`config.mk`:
```
export PLATFORM = sky130hd
export DESIGN_NAME = vigenere_stream_cipher_unit
export DESIGN_NICKNAME = d
export VERILOG_FILES = /design/src/sv/vsc_pkg.sv /design/src/sv/vsc_front.sv /design/src/sv/vsc_queue.sv /design/src/sv/vsc_back.sv /design/src/sv/vigenere_stream_cipher_unit.sv
export SDC_FILE = /design/constraint.sdc
export NUM_CORES = 1
export LEC_CHECK = 0
export ABC_AREA = 1
export BUFFER_PORTS_ARGS = -buffer_cell sky130_fd_sc_hd__buf_4
export CORE_AREA = 4 4 297 299
export DETAILED_ROUTE_END_ITERATION = 10
export DIE_AREA = 0 0 301 303
export HOLD_SLACK_MARGIN = 0.02
export PLACE_DENSITY = 0.49
export SLEW_MARGIN = 30
export SYNTH_ARGS = -nofsm -noshare
export SYNTH_HDL_FRONTEND = slang
export SYNTH_SLANG_ARGS = --single-unit
```
`constraint.sdc`:
```
create_clock -name clk -period 6.9 [get_ports clk]
set_input_delay 1.035 -clock clk [delete_from_list [all_inputs] [get_ports clk]]
set_output_delay 1.035 -clock clk [all_outputs]
set_load 0.1 [all_outputs]
```
`src/sv/vsc_pkg.sv`:
```
// shared types and constants of the vigenere stream cipher unit
`default_nettype none

package vsc_pkg;

    localparam int CHAR_W       = 8;
    localparam int LETTER_W     = 5;
    localparam int KEY_LEN_W    = 6;
    localparam int KEY_REG_W    = 60;
    localparam int LETTERS_PER_REG = 12;
    localparam int CFG_IDX_W    = 3;
    localparam int MAX_KEY_LETTERS_DEF = 48;
    localparam int QUEUE_DEPTH  = 2;

    // register indexes
    localparam logic [CFG_IDX_W-1:0] REG_MODE    = 3'd0;
    localparam logic [CFG_IDX_W-1:0] REG_KEY_LEN = 3'd1;
    localparam logic [CFG_IDX_W-1:0] REG_KEY_A   = 3'd2;
    localparam logic [CFG_IDX_W-1:0] REG_KEY_B   = 3'd3;
    localparam logic [CFG_IDX_W-1:0] REG_KEY_C   = 3'd4;
    localparam logic [CFG_IDX_W-1:0] REG_KEY_D   = 3'd5;

    // cipher modes
    localparam logic MODE_ENCRYPT = 1'b0;
    localparam logic MODE_DECRYPT = 1'b1;

    localparam logic [CHAR_W-1:0]   UC_A = 8'h41;
    localparam logic [CHAR_W-1:0]   UC_Z = 8'h5A;
    localparam logic [CHAR_W-1:0]   LC_A = 8'h61;
    localparam logic [CHAR_W-1:0]   LC_Z = 8'h7A;
    localparam logic [LETTER_W-1:0] MAX_LETTER = 5'd25;
    localparam logic [KEY_LEN_W-1:0] ALPHABET = 6'd26;

    typedef struct packed {
        logic [CHAR_W-1:0] char_in;
        logic              first_of_message;
        logic              last_of_message;
    } src_item_t;

    typedef struct packed {
        logic [CHAR_W-1:0] char_out;
        logic              last_out;
    } dst_item_t;

    typedef struct packed {
        logic                 cipher_mode;
        logic [KEY_LEN_W-1:0] key_length;
    } cfg_t;

    // classified character handed from front to back
    typedef struct packed {
        logic [CHAR_W-1:0]   char_in;
        logic                is_letter;
        logic                is_upper;
        logic [LETTER_W-1:0] key;
        logic                cipher_mode;
        logic                last;
    } work_t;

endpackage

`default_nettype wire

```
`src/sv/vsc_front.sv`:
```
// front end: classifies characters, tracks key position, picks key letter
`default_nettype none

module vsc_front #(
    parameter int MAX_KEY_LETTERS = vsc_pkg::MAX_KEY_LETTERS_DEF
) (
    input  wire logic                                       clk,
    input  wire logic                                       rst_n,
    input  wire vsc_pkg::cfg_t                              cfg,
    input  wire logic [MAX_KEY_LETTERS*vsc_pkg::LETTER_W-1:0] key_bits,
    input  wire logic                                       src_valid,
    input  wire vsc_pkg::src_item_t                         src_item,
    input  wire logic                                       q_full,
    output logic                                            push,
    output vsc_pkg::work_t                                  push_entry
);

    localparam int KEY_BITS = MAX_KEY_LETTERS * vsc_pkg::LETTER_W;
    localparam int OFF_W    = (KEY_BITS > 1) ? $clog2(KEY_BITS) : 1;

    logic [vsc_pkg::KEY_LEN_W-1:0] pos_reg;
    logic [vsc_pkg::KEY_LEN_W-1:0] pos_next;
    logic [vsc_pkg::KEY_LEN_W-1:0] pos_eff;
    logic [vsc_pkg::KEY_LEN_W-1:0] len_eff;
    logic [vsc_pkg::KEY_LEN_W-1:0] idx;
    logic [vsc_pkg::KEY_LEN_W-1:0] adv;
    logic [OFF_W-1:0]              off;
    logic [vsc_pkg::LETTER_W-1:0]  key_raw;
    logic                          is_lower;
    logic                          is_upper;

    assign push = src_valid && !q_full;

    always_comb
    begin
        // key length zero acts as one, too long saturates
        if (cfg.key_length == '0)
            len_eff = vsc_pkg::KEY_LEN_W'(1);
        else if (cfg.key_length > vsc_pkg::KEY_LEN_W'(MAX_KEY_LETTERS))
            len_eff = vsc_pkg::KEY_LEN_W'(MAX_KEY_LETTERS);
        else
            len_eff = cfg.key_length;

        pos_eff = src_item.first_of_message ? '0 : pos_reg;
        // position left beyond a shortened key restarts at zero
        idx = (pos_eff < len_eff) ? pos_eff : '0;
        adv = idx + vsc_pkg::KEY_LEN_W'(1);

        is_lower = (src_item.char_in >= vsc_pkg::LC_A) && (src_item.char_in <= vsc_pkg::LC_Z);
        is_upper = (src_item.char_in >= vsc_pkg::UC_A) && (src_item.char_in <= vsc_pkg::UC_Z);

        off     = OFF_W'(idx) * OFF_W'(vsc_pkg::LETTER_W);
        key_raw = key_bits[off +: vsc_pkg::LETTER_W];

        push_entry.char_in     = src_item.char_in;
        push_entry.is_letter   = is_lower || is_upper;
        push_entry.is_upper    = is_upper;
        push_entry.key         = (key_raw > vsc_pkg::MAX_LETTER) ? vsc_pkg::MAX_LETTER : key_raw;
        push_entry.cipher_mode = cfg.cipher_mode;
        push_entry.last        = src_item.last_of_message;

        if (is_lower || is_upper)
            pos_next = (adv >= len_eff) ? '0 : adv;
        else
            pos_next = pos_eff;
    end

    always_ff @(posedge clk or negedge rst_n)
    begin
        if (!rst_n)
            pos_reg <= '0;
        else if (push)
            pos_reg <= pos_next;
    end

endmodule

`default_nettype wire

```
`src/sv/vsc_queue.sv`:
```
// small fifo between front and back ends
`default_nettype none

module vsc_queue (
    input  wire logic           clk,
    input  wire logic           rst_n,
    input  wire logic           push,
    input  wire vsc_pkg::work_t push_entry,
    input  wire logic           pop,
    output logic                full,
    output logic                q_valid,
    output vsc_pkg::work_t      q_entry
);

    localparam int PTR_W = (vsc_pkg::QUEUE_DEPTH > 1) ? $clog2(vsc_pkg::QUEUE_DEPTH) : 1;
    localparam int CNT_W = $clog2(vsc_pkg::QUEUE_DEPTH + 1);

    vsc_pkg::work_t    entry_reg [vsc_pkg::QUEUE_DEPTH];
    logic [PTR_W-1:0]  wr_ptr_reg;
    logic [PTR_W-1:0]  wr_ptr_next;
    logic [PTR_W-1:0]  rd_ptr_reg;
    logic [PTR_W-1:0]  rd_ptr_next;
    logic [CNT_W-1:0]  count_reg;
    logic [CNT_W-1:0]  count_next;

    assign full    = (count_reg == CNT_W'(vsc_pkg::QUEUE_DEPTH));
    assign q_valid = (count_reg != '0);
    assign q_entry = entry_reg[rd_ptr_reg];

    always_comb
    begin
        wr_ptr_next = wr_ptr_reg;
        rd_ptr_next = rd_ptr_reg;
        count_next  = count_reg;
        if (push)
            wr_ptr_next = (wr_ptr_reg == PTR_W'(vsc_pkg::QUEUE_DEPTH - 1)) ? '0
                        : wr_ptr_reg + PTR_W'(1);
        if (pop)
            rd_ptr_next = (rd_ptr_reg == PTR_W'(vsc_pkg::QUEUE_DEPTH - 1)) ? '0
                        : rd_ptr_reg + PTR_W'(1);
        if (push && !pop)
            count_next = count_reg + CNT_W'(1);
        else if (pop && !push)
            count_next = count_reg - CNT_W'(1);
    end

    always_ff @(posedge clk or negedge rst_n)
    begin
        if (!rst_n)
        begin
            wr_ptr_reg <= '0;
            rd_ptr_reg <= '0;
            count_reg  <= '0;
        end
        else
        begin
            wr_ptr_reg <= wr_ptr_next;
            rd_ptr_reg <= rd_ptr_next;
            count_reg  <= count_next;
        end
    end

    always_ff @(posedge clk)
    begin
        if (push)
            entry_reg[wr_ptr_reg] <= push_entry;
    end

endmodule

`default_nettype wire

```
`src/sv/vsc_back.sv`:
```
// back end: mod-26 shift and output register
`default_nettype none

module vsc_back (
    input  wire logic           clk,
    input  wire logic           rst_n,
    input  wire logic           q_valid,
    input  wire vsc_pkg::work_t q_entry,
    output logic                pop,
    output logic                dst_valid,
    input  wire logic           dst_stall,
    output vsc_pkg::dst_item_t  dst_item
);

    logic                           out_valid_reg;
    logic                           out_valid_next;
    vsc_pkg::dst_item_t             out_item_reg;
    vsc_pkg::dst_item_t             out_item_next;
    logic [vsc_pkg::LETTER_W-1:0]   ofs;
    logic [vsc_pkg::KEY_LEN_W-1:0]  sum;
    logic [vsc_pkg::KEY_LEN_W-1:0]  diff;
    logic [vsc_pkg::KEY_LEN_W-1:0]  shifted;
    logic [vsc_pkg::CHAR_W-1:0]     base;

    assign pop       = q_valid && (!out_valid_reg || !dst_stall);
    assign dst_valid = out_valid_reg;
    assign dst_item  = out_item_reg;

    always_comb
    begin
        // 'A' and 'a' share their low five bits
        ofs  = q_entry.char_in[vsc_pkg::LETTER_W-1:0] - vsc_pkg::UC_A[vsc_pkg::LETTER_W-1:0];
        sum  = {1'b0, ofs} + {1'b0, q_entry.key};
        diff = {1'b0, ofs} - {1'b0, q_entry.key};
        base = q_entry.is_upper ? vsc_pkg::UC_A : vsc_pkg::LC_A;

        if (q_entry.cipher_mode == vsc_pkg::MODE_DECRYPT)
            shifted = diff[vsc_pkg::KEY_LEN_W-1] ? diff + vsc_pkg::ALPHABET : diff;
        else
            shifted = (sum >= vsc_pkg::ALPHABET) ? sum - vsc_pkg::ALPHABET : sum;

        out_item_next.last_out = q_entry.last;
        if (q_entry.is_letter)
            out_item_next.char_out = base + vsc_pkg::CHAR_W'(shifted[vsc_pkg::LETTER_W-1:0]);
        else
            out_item_next.char_out = q_entry.char_in;

        if (pop)
            out_valid_next = 1'b1;
        else if (!dst_stall)
            out_valid_next = 1'b0;
        else
            out_valid_next = out_valid_reg;
    end

    always_ff @(posedge clk or negedge rst_n)
    begin
        if (!rst_n)
            out_valid_reg <= 1'b0;
        else
            out_valid_reg <= out_valid_next;
    end

    always_ff @(posedge clk)
    begin
        if (pop)
            out_item_reg <= out_item_next;
    end

endmodule

`default_nettype wire

```
`src/sv/vigenere_stream_cipher_unit.sv`:
```
// top level of the vigenere stream cipher unit
//
//  channel | direction | handshake            | payload
//  --------+-----------+----------------------+----------------------------------
//  src     | in        | src_valid, src_stall | src_item: char, first, last flags
//  dst     | out       | dst_valid, dst_stall | dst_item: char, last flag
//  cfg     | in        | cfg_we               | cfg_index, cfg_data (60 bits)
//
// one character per cycle sustained while dst is not stalled; a character passes through
// the queue and then the output register; the front end updates the key position in
// the cycle of the transfer, the back end does the mod-26 shift into the output register
// a two-entry queue sits between them, so src stays open while dst is stalled once
// reset clears key position, queue, output valid and config registers (key length to one)
// src_stall rises only when the queue is full behind a stalled output register
`default_nettype none

module vigenere_stream_cipher_unit #(
    parameter int MAX_KEY_LETTERS = vsc_pkg::MAX_KEY_LETTERS_DEF
) (
    input  wire logic                             clk,
    input  wire logic                             rst_n,
    // character input
    input  wire logic                             src_valid,
    output logic                                  src_stall,
    input  wire vsc_pkg::src_item_t               src_item,
    // character output
    output logic                                  dst_valid,
    input  wire logic                             dst_stall,
    output vsc_pkg::dst_item_t                    dst_item,
    // register writes
    input  wire logic                             cfg_we,
    input  wire logic [vsc_pkg::CFG_IDX_W-1:0]    cfg_index,
    input  wire logic [vsc_pkg::KEY_REG_W-1:0]    cfg_data
);

    localparam int KEY_BITS = MAX_KEY_LETTERS * vsc_pkg::LETTER_W;

    vsc_pkg::cfg_t         cfg_reg;
    vsc_pkg::cfg_t         cfg_next;
    logic [KEY_BITS-1:0]   key_bits_reg;
    logic [KEY_BITS-1:0]   key_bits_next;

    logic                  push;
    vsc_pkg::work_t        push_entry;
    logic                  pop;
    logic                  q_full;
    logic                  q_valid;
    vsc_pkg::work_t        q_entry;

    // register file: mode and length by index, key letters twelve per register
    always_comb
    begin
        cfg_next      = cfg_reg;
        key_bits_next = key_bits_reg;
        if (cfg_we)
        begin
            case (cfg_index)
                vsc_pkg::REG_MODE:    cfg_next.cipher_mode = cfg_data[0];
                vsc_pkg::REG_KEY_LEN: cfg_next.key_length  = cfg_data[vsc_pkg::KEY_LEN_W-1:0];
                default:              cfg_next = cfg_reg;
            endcase
            // letters that exist in storage take their slot of the written key register
            for (int j = 0; j < MAX_KEY_LETTERS; j++)
            begin
                if (cfg_index == vsc_pkg::CFG_IDX_W'(vsc_pkg::REG_KEY_A
                                 + j / vsc_pkg::LETTERS_PER_REG))
                    key_bits_next[j*vsc_pkg::LETTER_W +: vsc_pkg::LETTER_W] =
                        cfg_data[(j % vsc_pkg::LETTERS_PER_REG)*vsc_pkg::LETTER_W
                                 +: vsc_pkg::LETTER_W];
            end
        end
    end

    always_ff @(posedge clk or negedge rst_n)
    begin
        if (!rst_n)
        begin
            cfg_reg.cipher_mode <= vsc_pkg::MODE_ENCRYPT;
            cfg_reg.key_length  <= vsc_pkg::KEY_LEN_W'(1);
            key_bits_reg        <= '0;
        end
        else
        begin
            cfg_reg      <= cfg_next;
            key_bits_reg <= key_bits_next;
        end
    end

    // front end accepts whenever the queue has room
    assign src_stall = q_full;

    vsc_front #(
        .MAX_KEY_LETTERS (MAX_KEY_LETTERS)
    ) u_front (
        .clk        (clk),
        .rst_n      (rst_n),
        .cfg        (cfg_reg),
        .key_bits   (key_bits_reg),
        .src_valid  (src_valid),
        .src_item   (src_item),
        .q_full     (q_full),
        .push       (push),
        .push_entry (push_entry)
    );

    vsc_queue u_queue (
        .clk        (clk),
        .rst_n      (rst_n),
        .push       (push),
        .push_entry (push_entry),
        .pop        (pop),
        .full       (q_full),
        .q_valid    (q_valid),
        .q_entry    (q_entry)
    );

    vsc_back u_back (
        .clk       (clk),
        .rst_n     (rst_n),
        .q_valid   (q_valid),
        .q_entry   (q_entry),
        .pop       (pop),
        .dst_valid (dst_valid),
        .dst_stall (dst_stall),
        .dst_item  (dst_item)
    );

endmodule

`default_nettype wire

```
Word level (Yosys, flattened, before mapping) --
Memory sizes are Yosys's and may differ from the RTL's. Index checks and enable logic that the tools add are counted. Widths: inputs -> output; s select.
Storage, ports and cells: input port bits 78, register bits 267, bits in writable memories 34, memories kept 1, output and inout bits 11, logic and storage cells 86
Operators by class: $mul 1, magnitude comparators 9, reduce and logical (&&, ||, !) cells 23, add/subtract/negate cells 11, equal/unequal tests 7, multiplexer cells 20, shift operators 1
Memories:
- u_queue.entry_reg | words 2, width 17, rd ports 1, clocked after memory_dff 0, write ports 1, line vsc_queue.sv:18 | vsc_pkg::work_t entry_reg [vsc_pkg::QUEUE_DEPTH];
Operators with widths (number):
- $shiftx 240x9->5 | 1
- $mux 6 | 7
- $mux 5 | 4
- $ge 8x7->1 const B | 2
- $le 8x7->1 const B | 2
- $reduce_and 2->1 | 6
- $add 8x5->8 | 1
- $mul 6x3->8 const B | 1
- $mux 8 | 1
- $add 5x5->6 | 1
- $add 6x1->6 const B | 1
- $eq 3x2->1 const B | 2
- $eq 3x3->1 const B | 2
- $ge 6x5->1 const B | 1
- $ge 6x6->1 | 1
- $gt 6x6->1 const B | 1
- $logic_and 1x1->1 | 6
- $logic_not 6->1 | 1
- $lt 6x6->1 | 1
- $mux 1 | 6
- $sub 5x5->6 | 1
- $add 5x5->5 const B | 1
- $gt 5x5->1 const B | 1
- $logic_not 1->1 | 5
- other kinds (12) | 16

Logic depth before layout (Yosys ltp) --
Gate-level depths: netlist of run 1.
word-level depth 9, gate-level depth with buffers 29, gate-level depth less buffers 27

By module --
Synthesis of run 1 repeated with hierarchy kept, for this count alone.
Second synthesis, totals: cell total of the unflattened synthesis 3615, area, all modules 22973.3 um^2
By module, submodules not included:
- vsc_front | area an instance 10568.9 um^2, sequential area each 150.1 um^2, cells an instance 2270, instances 1
- vigenere_stream_cipher_unit | area an instance 9504.1 um^2, sequential area each 6182.2 um^2, cells an instance 1071, instances 1
- vsc_queue | area an instance 1483.9 um^2, sequential area each 1121.1 um^2, cells an instance 78, instances 1
- vsc_back | area an instance 1416.4 um^2, sequential area each 295.3 um^2, cells an instance 196, instances 1

Worst setup path before layout of run 1 --
OpenSTA, ideal clock, no wires.
path kind input-to-reg, from input src_item[1] in the netlist's numbering, to memory u_queue.entry_reg[0][2] in the netlist's numbering, data pin, path slack 1969 ps, arrival time 4796 ps, required time 6765 ps, cell stages on the path 26, path buffers 4, setup time 135 ps, cell sequence inv_2 > nand2_1 > inv_1 > ha_1 > a21oi_1 > nor2_1 > a211oi_2 > buf_4 > buf_2 > nand2_1 > nor2_1 > ha_1 > ha_1 > inv_1 > fa_1 > inv_1 > clkbuf_1 > clkbuf_1 > nand3_1 > nand3_1 > nand3_1 > nand3_1 > nand2_1 > nand2_1 > nand2_1 > nand2_1
RTL lines:
- start: declaration | line vigenere_stream_cipher_unit.sv:25 | input wire vsc_pkg::src_item_t src_item,
- end: declaration | line vsc_queue.sv:18

==> results of run 1 <==
[metal layers]
metal | global-route usage, % | vias to the layer above
li1 | - | 10547
met1 | 24.23 | 10323
met2 | 26.76 | 697
met3 | 2.247 | 110
met4 | 4.720 | 0
met5 | 0 | -
[worst max-delay path: cells and delay by family (launching register included)]
kind	cells	cell delay [ns]
AND/OR/NAND/NOR	16	2.13
flip-flops	1	0.40
AO/OA/AOI/OAI	2	0.45
buffers and inverters	5	0.86
XOR/XNOR	1	0.19
adder cells (fa/ha/maj)	4	1.10
[metrics by stage]
stage	util, %	hold slack [ns]	power (mW)	instances
finish	27.86	0.4345	12.28	4159
global route	27.86	0.4572	13.28	4159
CTS	27.82	0.4506	12.30	4158
detailed placement	26.45	0.4803	10.31	4095
global placement	26.45	0.4715	10.32	4095
floorplan	-	0.4428	8.135	3089
[synthesized netlist by cell type (3+ instances only)]
| cell type | n |
|---|---|
| a21oi_1 | 16 |
| a31oi_1 | 10 |
| buf_1 | 20 |
| buf_2 | 107 |
| buf_4 | 16 |
| buf_6 | 3 |
| clkbuf_1 | 114 |
| dfrtp_1 | 257 |
| edfxtp_1 | 43 |
| fa_1 | 3 |
| ha_1 | 33 |
| inv_1 | 154 |
| inv_2 | 3 |
| mux2i_1 | 4 |
| nand2_1 | 738 |
| nand3_1 | 977 |
| nand4_1 | 174 |
| nor2_1 | 54 |
| nor3_1 | 4 |
| o211ai_1 | 16 |
| o21a_1 | 3 |
| o21ai_0 | 282 |
| o21ai_1 | 4 |
| or2_2 | 8 |
| xnor2_1 | 11 |
| xor2_1 | 12 |
[final cells by class]
class	count	area share [%]
multi-input combinational	2369	49.43
sequential	301	32.67
tap	1144	6.035
timing repair buffer	123	4.394
clock buffer	46	4.215
inverter	159	2.548
clock inverter	17	0.7121
[power breakdown]
part	switching [mW]	internal, mW
clock	0.799	1.14
combinational	5.37	2.34
sequential	0.346	2.29
total	6.51	5.77
[path summary, 6_finish.rpt]
path	to	slack (ns)	depth (start not counted)
hold / removal	key_bits_reg[101]	0.43	1
min in group clk	u_back.dst_valid	0.49	2
max in group asynchronous	key_bits_reg[67]	5.30	2
setup / recovery	u_queue.entry_reg[0][2]	1.50	28
hold reg to reg	u_back.dst_valid	0.49	2
setup reg to reg	u_queue.entry_reg[0][2]	1.50	28
[logic make-up after synthesis]
logic type | count (synthesis)
flops | 301
mux | 4
fa+ha+maj | 36
simple gates | 1965
buf+inv | 419
compound gates | 340
xor+xnor | 24
==> run metrics, run 1 <==
Worst Clk Skew=0.01706 ns; Crit-path slowest cell=nor2_1; Placed Area=22,520 um2; post-synthesis cell type count=43; pin count of the biggest net entering global routing=218; Static Leak=10.65 nW; worst r2r src=cfg_reg[1]; Rows=107; Area contributors post-synth=dfrtp_1 (30%), nand3_1 (23%), nand2_1 (13%); commonest cells after routing, fill and taps aside=nand3_1 (975), nand2_1 (735), o21ai_0 (282); Largest register FFs=240; drt wl/cell=19.06 um; die area=91,200 um2; Synth Flop Type=dfrtp_1; largest family of logic cells by synthesized area=simple AND/OR/NAND/NOR gates; highest cell delay on the worst timing path=0.52 ns; wire length on met2=35.91 mm; Routed WL=79.29 mm; Post-CTS Setup Inserts=0; post-synthesis compound-gate area fraction=8.497%; initial antenna violation count=0; CTS Buf Count=37; first-pass GRT wire length=123.1 mm; post-synthesis mux area share=0.1891%; # resized after CTS=0; Worst setup EP type=flop; unrepaired setup endpoints after global routing=false; IO buf count=88; wire length on met1=36.98 mm; Initial Utilization=24.87%; YS warnings=0; DP HPWL=53.25 mm; number of global-route vias before repair=20,408; Final nets=3,105; Final Instance Area=23,720 um2; status=completed; area taken by multi-input logic gates=11,720 um2; Syn Area/Cell=6.855 um2; Diodes inserted=0; CTS H-tree depth=2; commonest non-fill, non-tap cell in the layout=nand3_1; Fill cells=9,544; antenna-violating nets left=0; clk_lat worst skew=0.55 ns; DRT iter0 DRCs=2,140; core area=85,150 um2; Seq/Total Area, Yosys=36.59%; DP Worst Slack=0.9606 ns; Tmin final=5.401 ns; Register Area=7749 um2; share of the synthesized area in the top cell type=30.37%; Post-synth EDFFs=43; Synth Area in Simple Gates=43.01%; Clock Tree Buf Depth=3; Vias=21,677; CTS tree=built; fin crit share=78.28%; Startpoint Class=flop; DR WL met3=4.360 mm; post-synth top area cell=dfrtp_1; clk sinks=301; CP Launch Point=cfg_reg[1]; headroom to the max-slew limit=10.50%; FF+latch count, synth=301; Post-synth ARST share=85.71%; XOR/XNOR Fraction of Synth Area=1.028%; hold_buf cts=0; WP data arrival=5.71 ns; Synth Area in Adders=2.234%; syn nets=3,203; max-slew violations=0; Slew @ Worst Pin=1.342 ns; area grow syn2layout=12.01%; Die Wd=301 um; critical path class=flop to flop; final setup margin=1.499 ns; post-route setup TNS=0 ns; share of cells above drive strength 1=7.065%; Worst VDD drop=0.3245 mV; DR top layer=met4; cell count after synthesis=3,089; Hold Path Class=input pin to asynchronous set/reset pin; Most common cell on crit path=nand2_1; Final setup violation count=0; pwr dens=517.8 nW/um2; Root Buffer=clkbuf_16; GRT Residual Overflow=0; crit-path max FO=29; Max Clock Freq=185.1 MHz; Hold Fails Final Rpt=0; Critical Path RT=7.20 ns; io pins=89; DRC=0; Maximum Capacitance Violations=0; vias per cell=5.212; die height=303 um; Tot GR Track Use=16.92%; CTS clk-pin slew, worst paths=0.06 ns; DR pass1 iterations=6; gpl congestion=0.8891; Post-Syn Area=21,180 um2
No activity file was read; power rests on OpenSTA's default activity.
==> run 2: changes to the inputs <==
- ABC_AREA: 1 -> 0
- CORE_AREA: 4 4 297 299 -> 4 4 293 295
- DIE_AREA: 0 0 301 303 -> 0 0 297 299
- clock period: 6.9 -> 5.6 ns (I/O delays scaled with it)
==> run 2 against run 1 <==
  * Cell count is 19% lower
  * Area after synthesis is 2.4% lower
  * Clock power is 23% higher
  * Die area is 2.6% lower
  * Critical path depth is 7 lower
  * First-iteration DRC count is 5.0% higher
  * Worst hold slack worse by 0.21 ns
  * Routed wire length is 18% higher
  * Critical path type unchanged
  * Largest cell class unchanged
  * Largest power group unchanged
  * Highest routed layer is now met5
==> run metrics, run 2 <==
status=completed; Startpoint Class=flop; DRC=0 (unchanged); io pins=89 (unchanged); post-synthesis compound-gate area fraction=11.01% (+2.5 points); Synth Flop Type=dfrtp_1; syn nets=2,193 (-32%); DRT iter0 DRCs=2,247 (+5.0%); hold_buf cts=0 (unchanged); area taken by multi-input logic gates=12,250 um2 (+4.5%); Area contributors post-synth=dfrtp_1 (31%), mux2_2 (15%), mux2i_1 (9.7%); Post-synth ARST share=85.71% (unchanged); first-pass GRT wire length=135.1 mm (+9.8%); crit-path max FO=16 (-45%); drt wl/cell=27.67 um (+45%); CTS tree=built; die area=88,800 um2 (-2.6%); Tmin final=5.431 ns (+0.02976 ns); Critical Path RT=5.99 ns (-1.21 ns); Clock Tree Buf Depth=3 (unchanged); Post-synth EDFFs=43 (unchanged); post-synthesis cell type count=84 (+95%); headroom to the max-slew limit=32.85% (+22 points); unrepaired setup endpoints after global routing=false; Final setup violation count=0 (unchanged); commonest non-fill, non-tap cell in the layout=nand2_1; Worst setup EP type=flop; number of global-route vias before repair=18,788 (-7.9%); core area=83,160 um2 (-2.3%); Static Leak=10.75 nW (+0.93%); Final nets=2,378 (-23%); area grow syn2layout=22.07%; GRT Residual Overflow=0 (unchanged); Fill cells=8,599 (-9.9%); Die Wd=297 um (-1.3%); Top Family by Delay on Critical Path=simple AND/OR/NAND/NOR gates; FF+latch count, synth=301 (unchanged); Crit-path slowest cell=or4_4; post-synthesis mux area share=28.11% (+28 points); Worst VDD drop=0.3135 mV (-3.4%); Syn Area/Cell=9.937 um2 (+45%); Slew @ Worst Pin=1.007 ns (-0.3352 ns); cell count after synthesis=2,079 (-33%); worst path cell trace=nor2b_1 -> ha_1 -> nand4_1 -> or2_4 -> o221ai_4 -> or2_2 -> buf_4 -> nor3_1 -> inv_1 -> fa_2 -> xnor2_4 -> buf_6 -> buf_4 -> mux2i_1 -> mux2_2 -> a21oi_1 -> o221ai_1 -> o32ai_1 -> or4_4 -> nand2_2 -> o2bb2ai_2; gpl congestion=1.004 (+13%); DP Worst Slack=-0.4463 ns (-1.407 ns); antenna-violating nets left=0 (unchanged); die height=299 um (-1.3%); YS warnings=0 (unchanged); cell with the most instances after synthesis=nand2_1; vias per cell=5.488 (+5.3%); post-synth top area cell=dfrtp_1; Vias=18,496 (-15%); Most common cell on crit path=buf_4; fin crit share=96.98% (+19 points); Hold Fails Final Rpt=0 (unchanged); Post-Syn Area=20,660 um2 (-2.4%); dpl cells=3,305 (-19%); Largest register FFs=240 (unchanged); XOR/XNOR Fraction of Synth Area=1.641% (+0.61 points); Hold Path Class=input pin to asynchronous set/reset pin; Routed WL=93.24 mm (+18%); DP HPWL=72.11 mm (+35%); Synth Area in Simple Gates=15.32% (-28 points); commonest cells after routing, fill and taps aside=nand2_1 (341), buf_4 (281), mux2_2 (267); IO buf count=88 (unchanged); share of the synthesized area in the top cell type=31.13% (+0.76 points); Register Area=7750 um2 (about the same); final setup margin=0.1691 ns (-1.330 ns); CTS Buf Count=37 (unchanged); max-slew violations=0 (unchanged); Maximum Capacitance Violations=0 (unchanged); clk sinks=301 (unchanged); Synth Area in Adders=2.289% (+0.056 points); Rows=106 (-0.93%); initial antenna violation count=2 (+2); crit path buf inv count=4 (-1); pwr dens=464.7 nW/um2 (-10%); Max Clock Freq=184.1 MHz (-0.55%); WP data arrival=5.83 ns (+0.12 ns); critical path class=flop to flop; clk_lat worst skew=0.56 ns (about the same); CTS clk-pin slew, worst paths=0.06 ns (about the same); CTS H-tree depth=2 (unchanged); pin count of the biggest net entering global routing=142 (-35%); Worst Clk Skew=0.02512 ns (+0.008059 ns); Seq/Total Area, Yosys=37.51% (+0.92 points); non-filler cells, final=3,370 (-19%); highest cell delay on the worst timing path=0.62 ns (+0.10 ns); Post-CTS Setup Inserts=0 (unchanged); Initial Utilization=24.84% (-0.026 points); DR pass1 iterations=6 (unchanged); share of cells above drive strength 1=31.05% (+24 points); Root Buffer=clkbuf_16; Commonest cells post-synth=nand2_1 (342), mux2_2 (267), dfrtp_1 (257); largest family of logic cells by synthesized area=multiplexers; Tot GR Track Use=20.34% (+3.4 points); Diodes inserted=0 (unchanged)
run 2: cell count changes after synthesis, sizes merged, moves of 55 or more:
cell	delta
nand3	-848
nand2	-397
mux2	+267
o21ai	-247
mux2i	+198
nand4	-156
inv	-130
buf	-55
run 2: metal layers:
| layer | wire, um | vias to the layer above | track usage [%] |
|---|---|---|---|
| li1 | - | 8067 | - |
| met1 | 39420 | 9345 | 27.00 |
| met2 | 44000 | 894 | 33.81 |
| met3 | 6000 | 186 | 2.899 |
| met4 | 3786 | 4 | 7.339 |
| met5 | 26 | - | 0 |
run 2: final timing paths:
check                                   start                       to  slack (ns)  cells past startpoint
max                        u_front.pos_reg[2]  u_queue.entry_reg[1][2]        0.17                     21
min                                     rst_n        key_bits_reg[136]        0.22                      1
max reg2reg                u_front.pos_reg[2]  u_queue.entry_reg[1][2]        0.17                     21
min reg2reg                u_front.pos_reg[5]       u_front.pos_reg[5]        0.50                      2
max in group asynchronous               rst_n       u_front.pos_reg[2]        4.17                      2
min in group clk                  src_item[0]  u_queue.entry_reg[1][0]        0.48                      1
run 2: area by class of cell:
cell class | instances | area share (%)
clock inverters | 14 | 0.6698
flip-flops and latches | 301 | 30.73
clock buffers | 51 | 4.123
repair buffers | 305 | 10.08
well taps | 1080 | 5.358
inverters | 28 | 0.4565
multi-input cells | 1591 | 48.58
run 2: report_power, final:
part / switching, mW / internal [mW] / total, mW
combinational: 3.49 / 2.34 / 5.83
sequential: 0.698 / 2.80 / 3.50
clock: 0.951 / 1.44 / 2.39
run 2: logic make-up after synthesis:
family | Yosys count
XOR/XNOR | 37
flip-flops | 301
AO/OA/AOI/OAI | 323
AND/OR/NAND/NOR | 692
multiplexers | 503
adder cells (fa/ha/maj) | 36
buffers and inverters | 187
run 2: through the flow:
stage / instance area, um2 / utilization, % / hold slack (ns) / power (mW) / TNS [ns]
floorplan: 20870 / - / 0.4375 / 7.068 / -2.410
finish: 25220 / 30.33 / 0.2207 / 11.72 / 0
global route: 25220 / 30.33 / 0.2487 / 12.33 / 0
CTS: 25190 / 30.29 / 0.2243 / 11.71 / 0
global placement: 23970 / 28.82 / 0.4770 / 9.174 / -1.450
detailed placement: 23980 / 28.84 / 0.4809 / 9.248 / -2.763
run 2: worst reg2reg max path: cells and delay by family, from the launching register on:
kind                       cells  cell delay, ns
muxes                          2            0.57
DFF                            1            0.48
adders and majority gates      2            0.71
AOI/OAI and AO/OA              5            0.66
xor gates and xnor gates       1            0.32
buffers and inverters          4            0.74
and+or+nand+nor                7            1.78
run 2: repair_timing:
| action | CTS | global route |
|---|---|---|
| gates resized for setup | 1 | 7 |
| pin swaps | 0 | 1 |
| setup endpoints to repair | 2 | 6 |
==> run 3: changes to the inputs <==
- CELL_PAD_IN_SITES_DETAIL_PLACEMENT: not set -> 1
- CELL_PAD_IN_SITES_GLOBAL_PLACEMENT: not set -> 2
- PLACE_DENSITY: 0.49 -> 0.63
==> run 3 against run 2 <==
  * Global-route usage is 3.4 points higher
  * Non-clock buffer count up 79
  * Utilization up 1.1 points
  * Clock-buffer cell count is 4 lower
  * Critical path depth decreased by 3
  * Total power up 5.3%
  * Combinational power grew 8.9%
  * Sequential cell count is the same
  * Sequential share of layout area is 1.0 points lower
  * Die area is the same
  * Sequential power increased by 1%
  * Worst setup slack got worse by 0.037 ns
==> run metrics, run 3 (synthesis gave the netlist of run 2 again) <==
Initial Utilization=24.84% (unchanged); hold_buf cts=0 (unchanged); Routed WL=108.2 mm (+16%); Worst VDD drop=0.2876 mV (-8.3%); Rows=106 (unchanged); pwr dens=472.9 nW/um2 (+1.8%); commonest cells after routing, fill and taps aside=buf_4 (354), nand2_1 (338), mux2_2 (267); Worst Reg-to-Reg Cells=18 (-14%); Worst setup EP type=flop; Die Wd=297 um (unchanged); commonest non-fill, non-tap cell in the layout=buf_4; GRT Residual Overflow=0 (unchanged); DRC=0 (unchanged); CTS clk-pin slew, worst paths=0.06 ns (about the same); drt wl/cell=31.34 um (+13%); Tmin final=5.468 ns (+0.03684 ns); WP data arrival=5.87 ns (+0.04 ns); post-route setup TNS=0 ns (unchanged); CTS H-tree depth=2 (unchanged); crit-path max FO=21 (+5); status=completed; DR pass1 iterations=5 (-1); Critical Path RT=6.00 ns (about the same); fin util=31.38% (+1.1 points); initial antenna violation count=7 (+5); Worst Clk Skew=0.01462 ns (-0.01050 ns); worst path cell trace=or4_1 -> a31oi_2 -> nor2_2 -> or3_2 -> inv_4 -> ha_4 -> ha_4 -> inv_2 -> fa_2 -> xnor2_4 -> buf_12 -> buf_12 -> o311ai_0 -> o311ai_0 -> buf_4 -> a41o_1 -> buf_4 -> nor2_2; CTS Buf Count=37 (unchanged); first-pass GRT wire length=152.8 mm (+13%); share of cells above drive strength 1=34.95% (+3.9 points); pin count of the biggest net entering global routing=137 (-3.5%); clk_lat worst skew=0.55 ns (about the same); Largest register FFs=240 (unchanged); Clock Tree Buf Depth=3 (unchanged); vias per cell=5.446 (-0.77%); antenna-violating nets left=0 (unchanged); core area=83,160 um2 (unchanged); area grow syn2layout=26.33%; Final setup violation count=0 (unchanged); max-slew violations=0 (unchanged); unrepaired setup endpoints after global routing=false; IO buf count=88 (unchanged); Tot GR Track Use=23.71% (+3.4 points); Vias=18,801 (+1.6%); die area=88,800 um2 (unchanged); number of global-route vias before repair=19,801 (+5.4%); DP HPWL=85.74 mm (+19%); CTS tree=built; Root Buffer=clkbuf_16; Max Clock Freq=182.9 MHz (-0.67%); clk sinks=301 (unchanged); Final nets=2,457 (+3.3%); Fill cells=9,268 (+7.8%); headroom to the max-slew limit=39.90% (+7.0 points); Maximum Capacitance Violations=0 (unchanged); Slew @ Worst Pin=0.8902 ns (-0.1170 ns); Hold Fails Final Rpt=0 (unchanged); worst reg2reg setup slack=0.13 ns (-0.04 ns); Static Leak=11.19 nW (+4.1%); Diodes inserted=0 (unchanged); die height=299 um (unchanged); Hold Path Class=input pin to asynchronous set/reset pin; critical path class=flop to flop; Crit-path slowest cell=o311ai_0; DRT iter0 DRCs=1,662 (-26%); fin crit share=97.64% (+0.66 points); WHS=0.2461 ns (+0.02543 ns); gpl congestion=0.9769 (-2.7%); Startpoint Class=flop; highest cell delay on the worst timing path=0.79 ns (+0.17 ns); io pins=89 (unchanged)
run 3: changes by cell type in the layout (fill, tap and decap cells not counted), sizes merged:
cell	previous run	this run
inv	29	31
clkinvlp	1	4
buf	305	384
clkbuf	51	47
clkinv	9	11
run 3: layer usage:
| metal | GRT usage (%) | wire (um) |
|---|---|---|
| met5 | 0 | 59 |
| met4 | 9.035 | 4839 |
| met3 | 3.814 | 5582 |
| met2 | 39.79 | 51330 |
| met1 | 30.70 | 46380 |
run 3: cell type report:
| cell class | count | area, um2 | share of cell area, % |
|---|---|---|---|
| inverter | 28 | 115.1 | 0.4411 |
| tap | 1080 | 1351 | 5.178 |
| clock buffer | 47 | 1036 | 3.970 |
| clock inverter | 21 | 211.5 | 0.8102 |
| multi-input combinational | 1591 | 12440 | 47.67 |
| timing repair buffer | 384 | 3192 | 12.23 |
| sequential | 301 | 7750 | 29.70 |
run 3: repair_timing:
| item | CTS | global route |
|---|---|---|
| gates resized for setup | 0 | 52 |
| buffers inserted | 0 | 5 |
| setup endpoints to repair | 0 | 10 |
run 3: stage by stage:
stage / instances / cell area [um2] / power, mW / worst slack (ns)
after floorplan: 2079 / 20870 / 7.068 / -0.3955
after global placement: 3378 / 24540 / 9.687 / -0.3468
after detailed placement: 3379 / 24570 / 9.781 / -0.4692
after CTS: 3447 / 25820 / 12.30 / 0.001983
after global routing: 3452 / 26100 / 13.00 / 0.008590
final: 3452 / 26100 / 12.34 / 0.1323
run 3: path summary, 6_finish.rpt:
kind,start,end
worst max-delay path,cfg_reg[4],u_queue.entry_reg[1][4]
worst min-delay path,rst_n,key_bits_reg[134]
worst max register to register,cfg_reg[4],u_queue.entry_reg[1][4]
worst min register to register,cfg_reg[6],u_queue.entry_reg[0][1]
max in group asynchronous,rst_n,cfg_reg[5]
min in group clk,src_item[0],u_queue.entry_reg[1][0]
run 3: where the power goes:
part	switching, mW	internal (mW)	leakage, nW
clock	0.979	1.46	0.606
combinational	3.81	2.55	7.08
sequential	0.753	2.80	3.51
run 3: worst max-delay path, delay by kind of cell (launching register included):
family	cells	cell delay, ns
buf+inv	6	0.86
simple gates	4	1.36
xor+xnor	1	0.18
compound gates	4	1.73
flops	1	0.42
fa+ha+maj	3	0.75
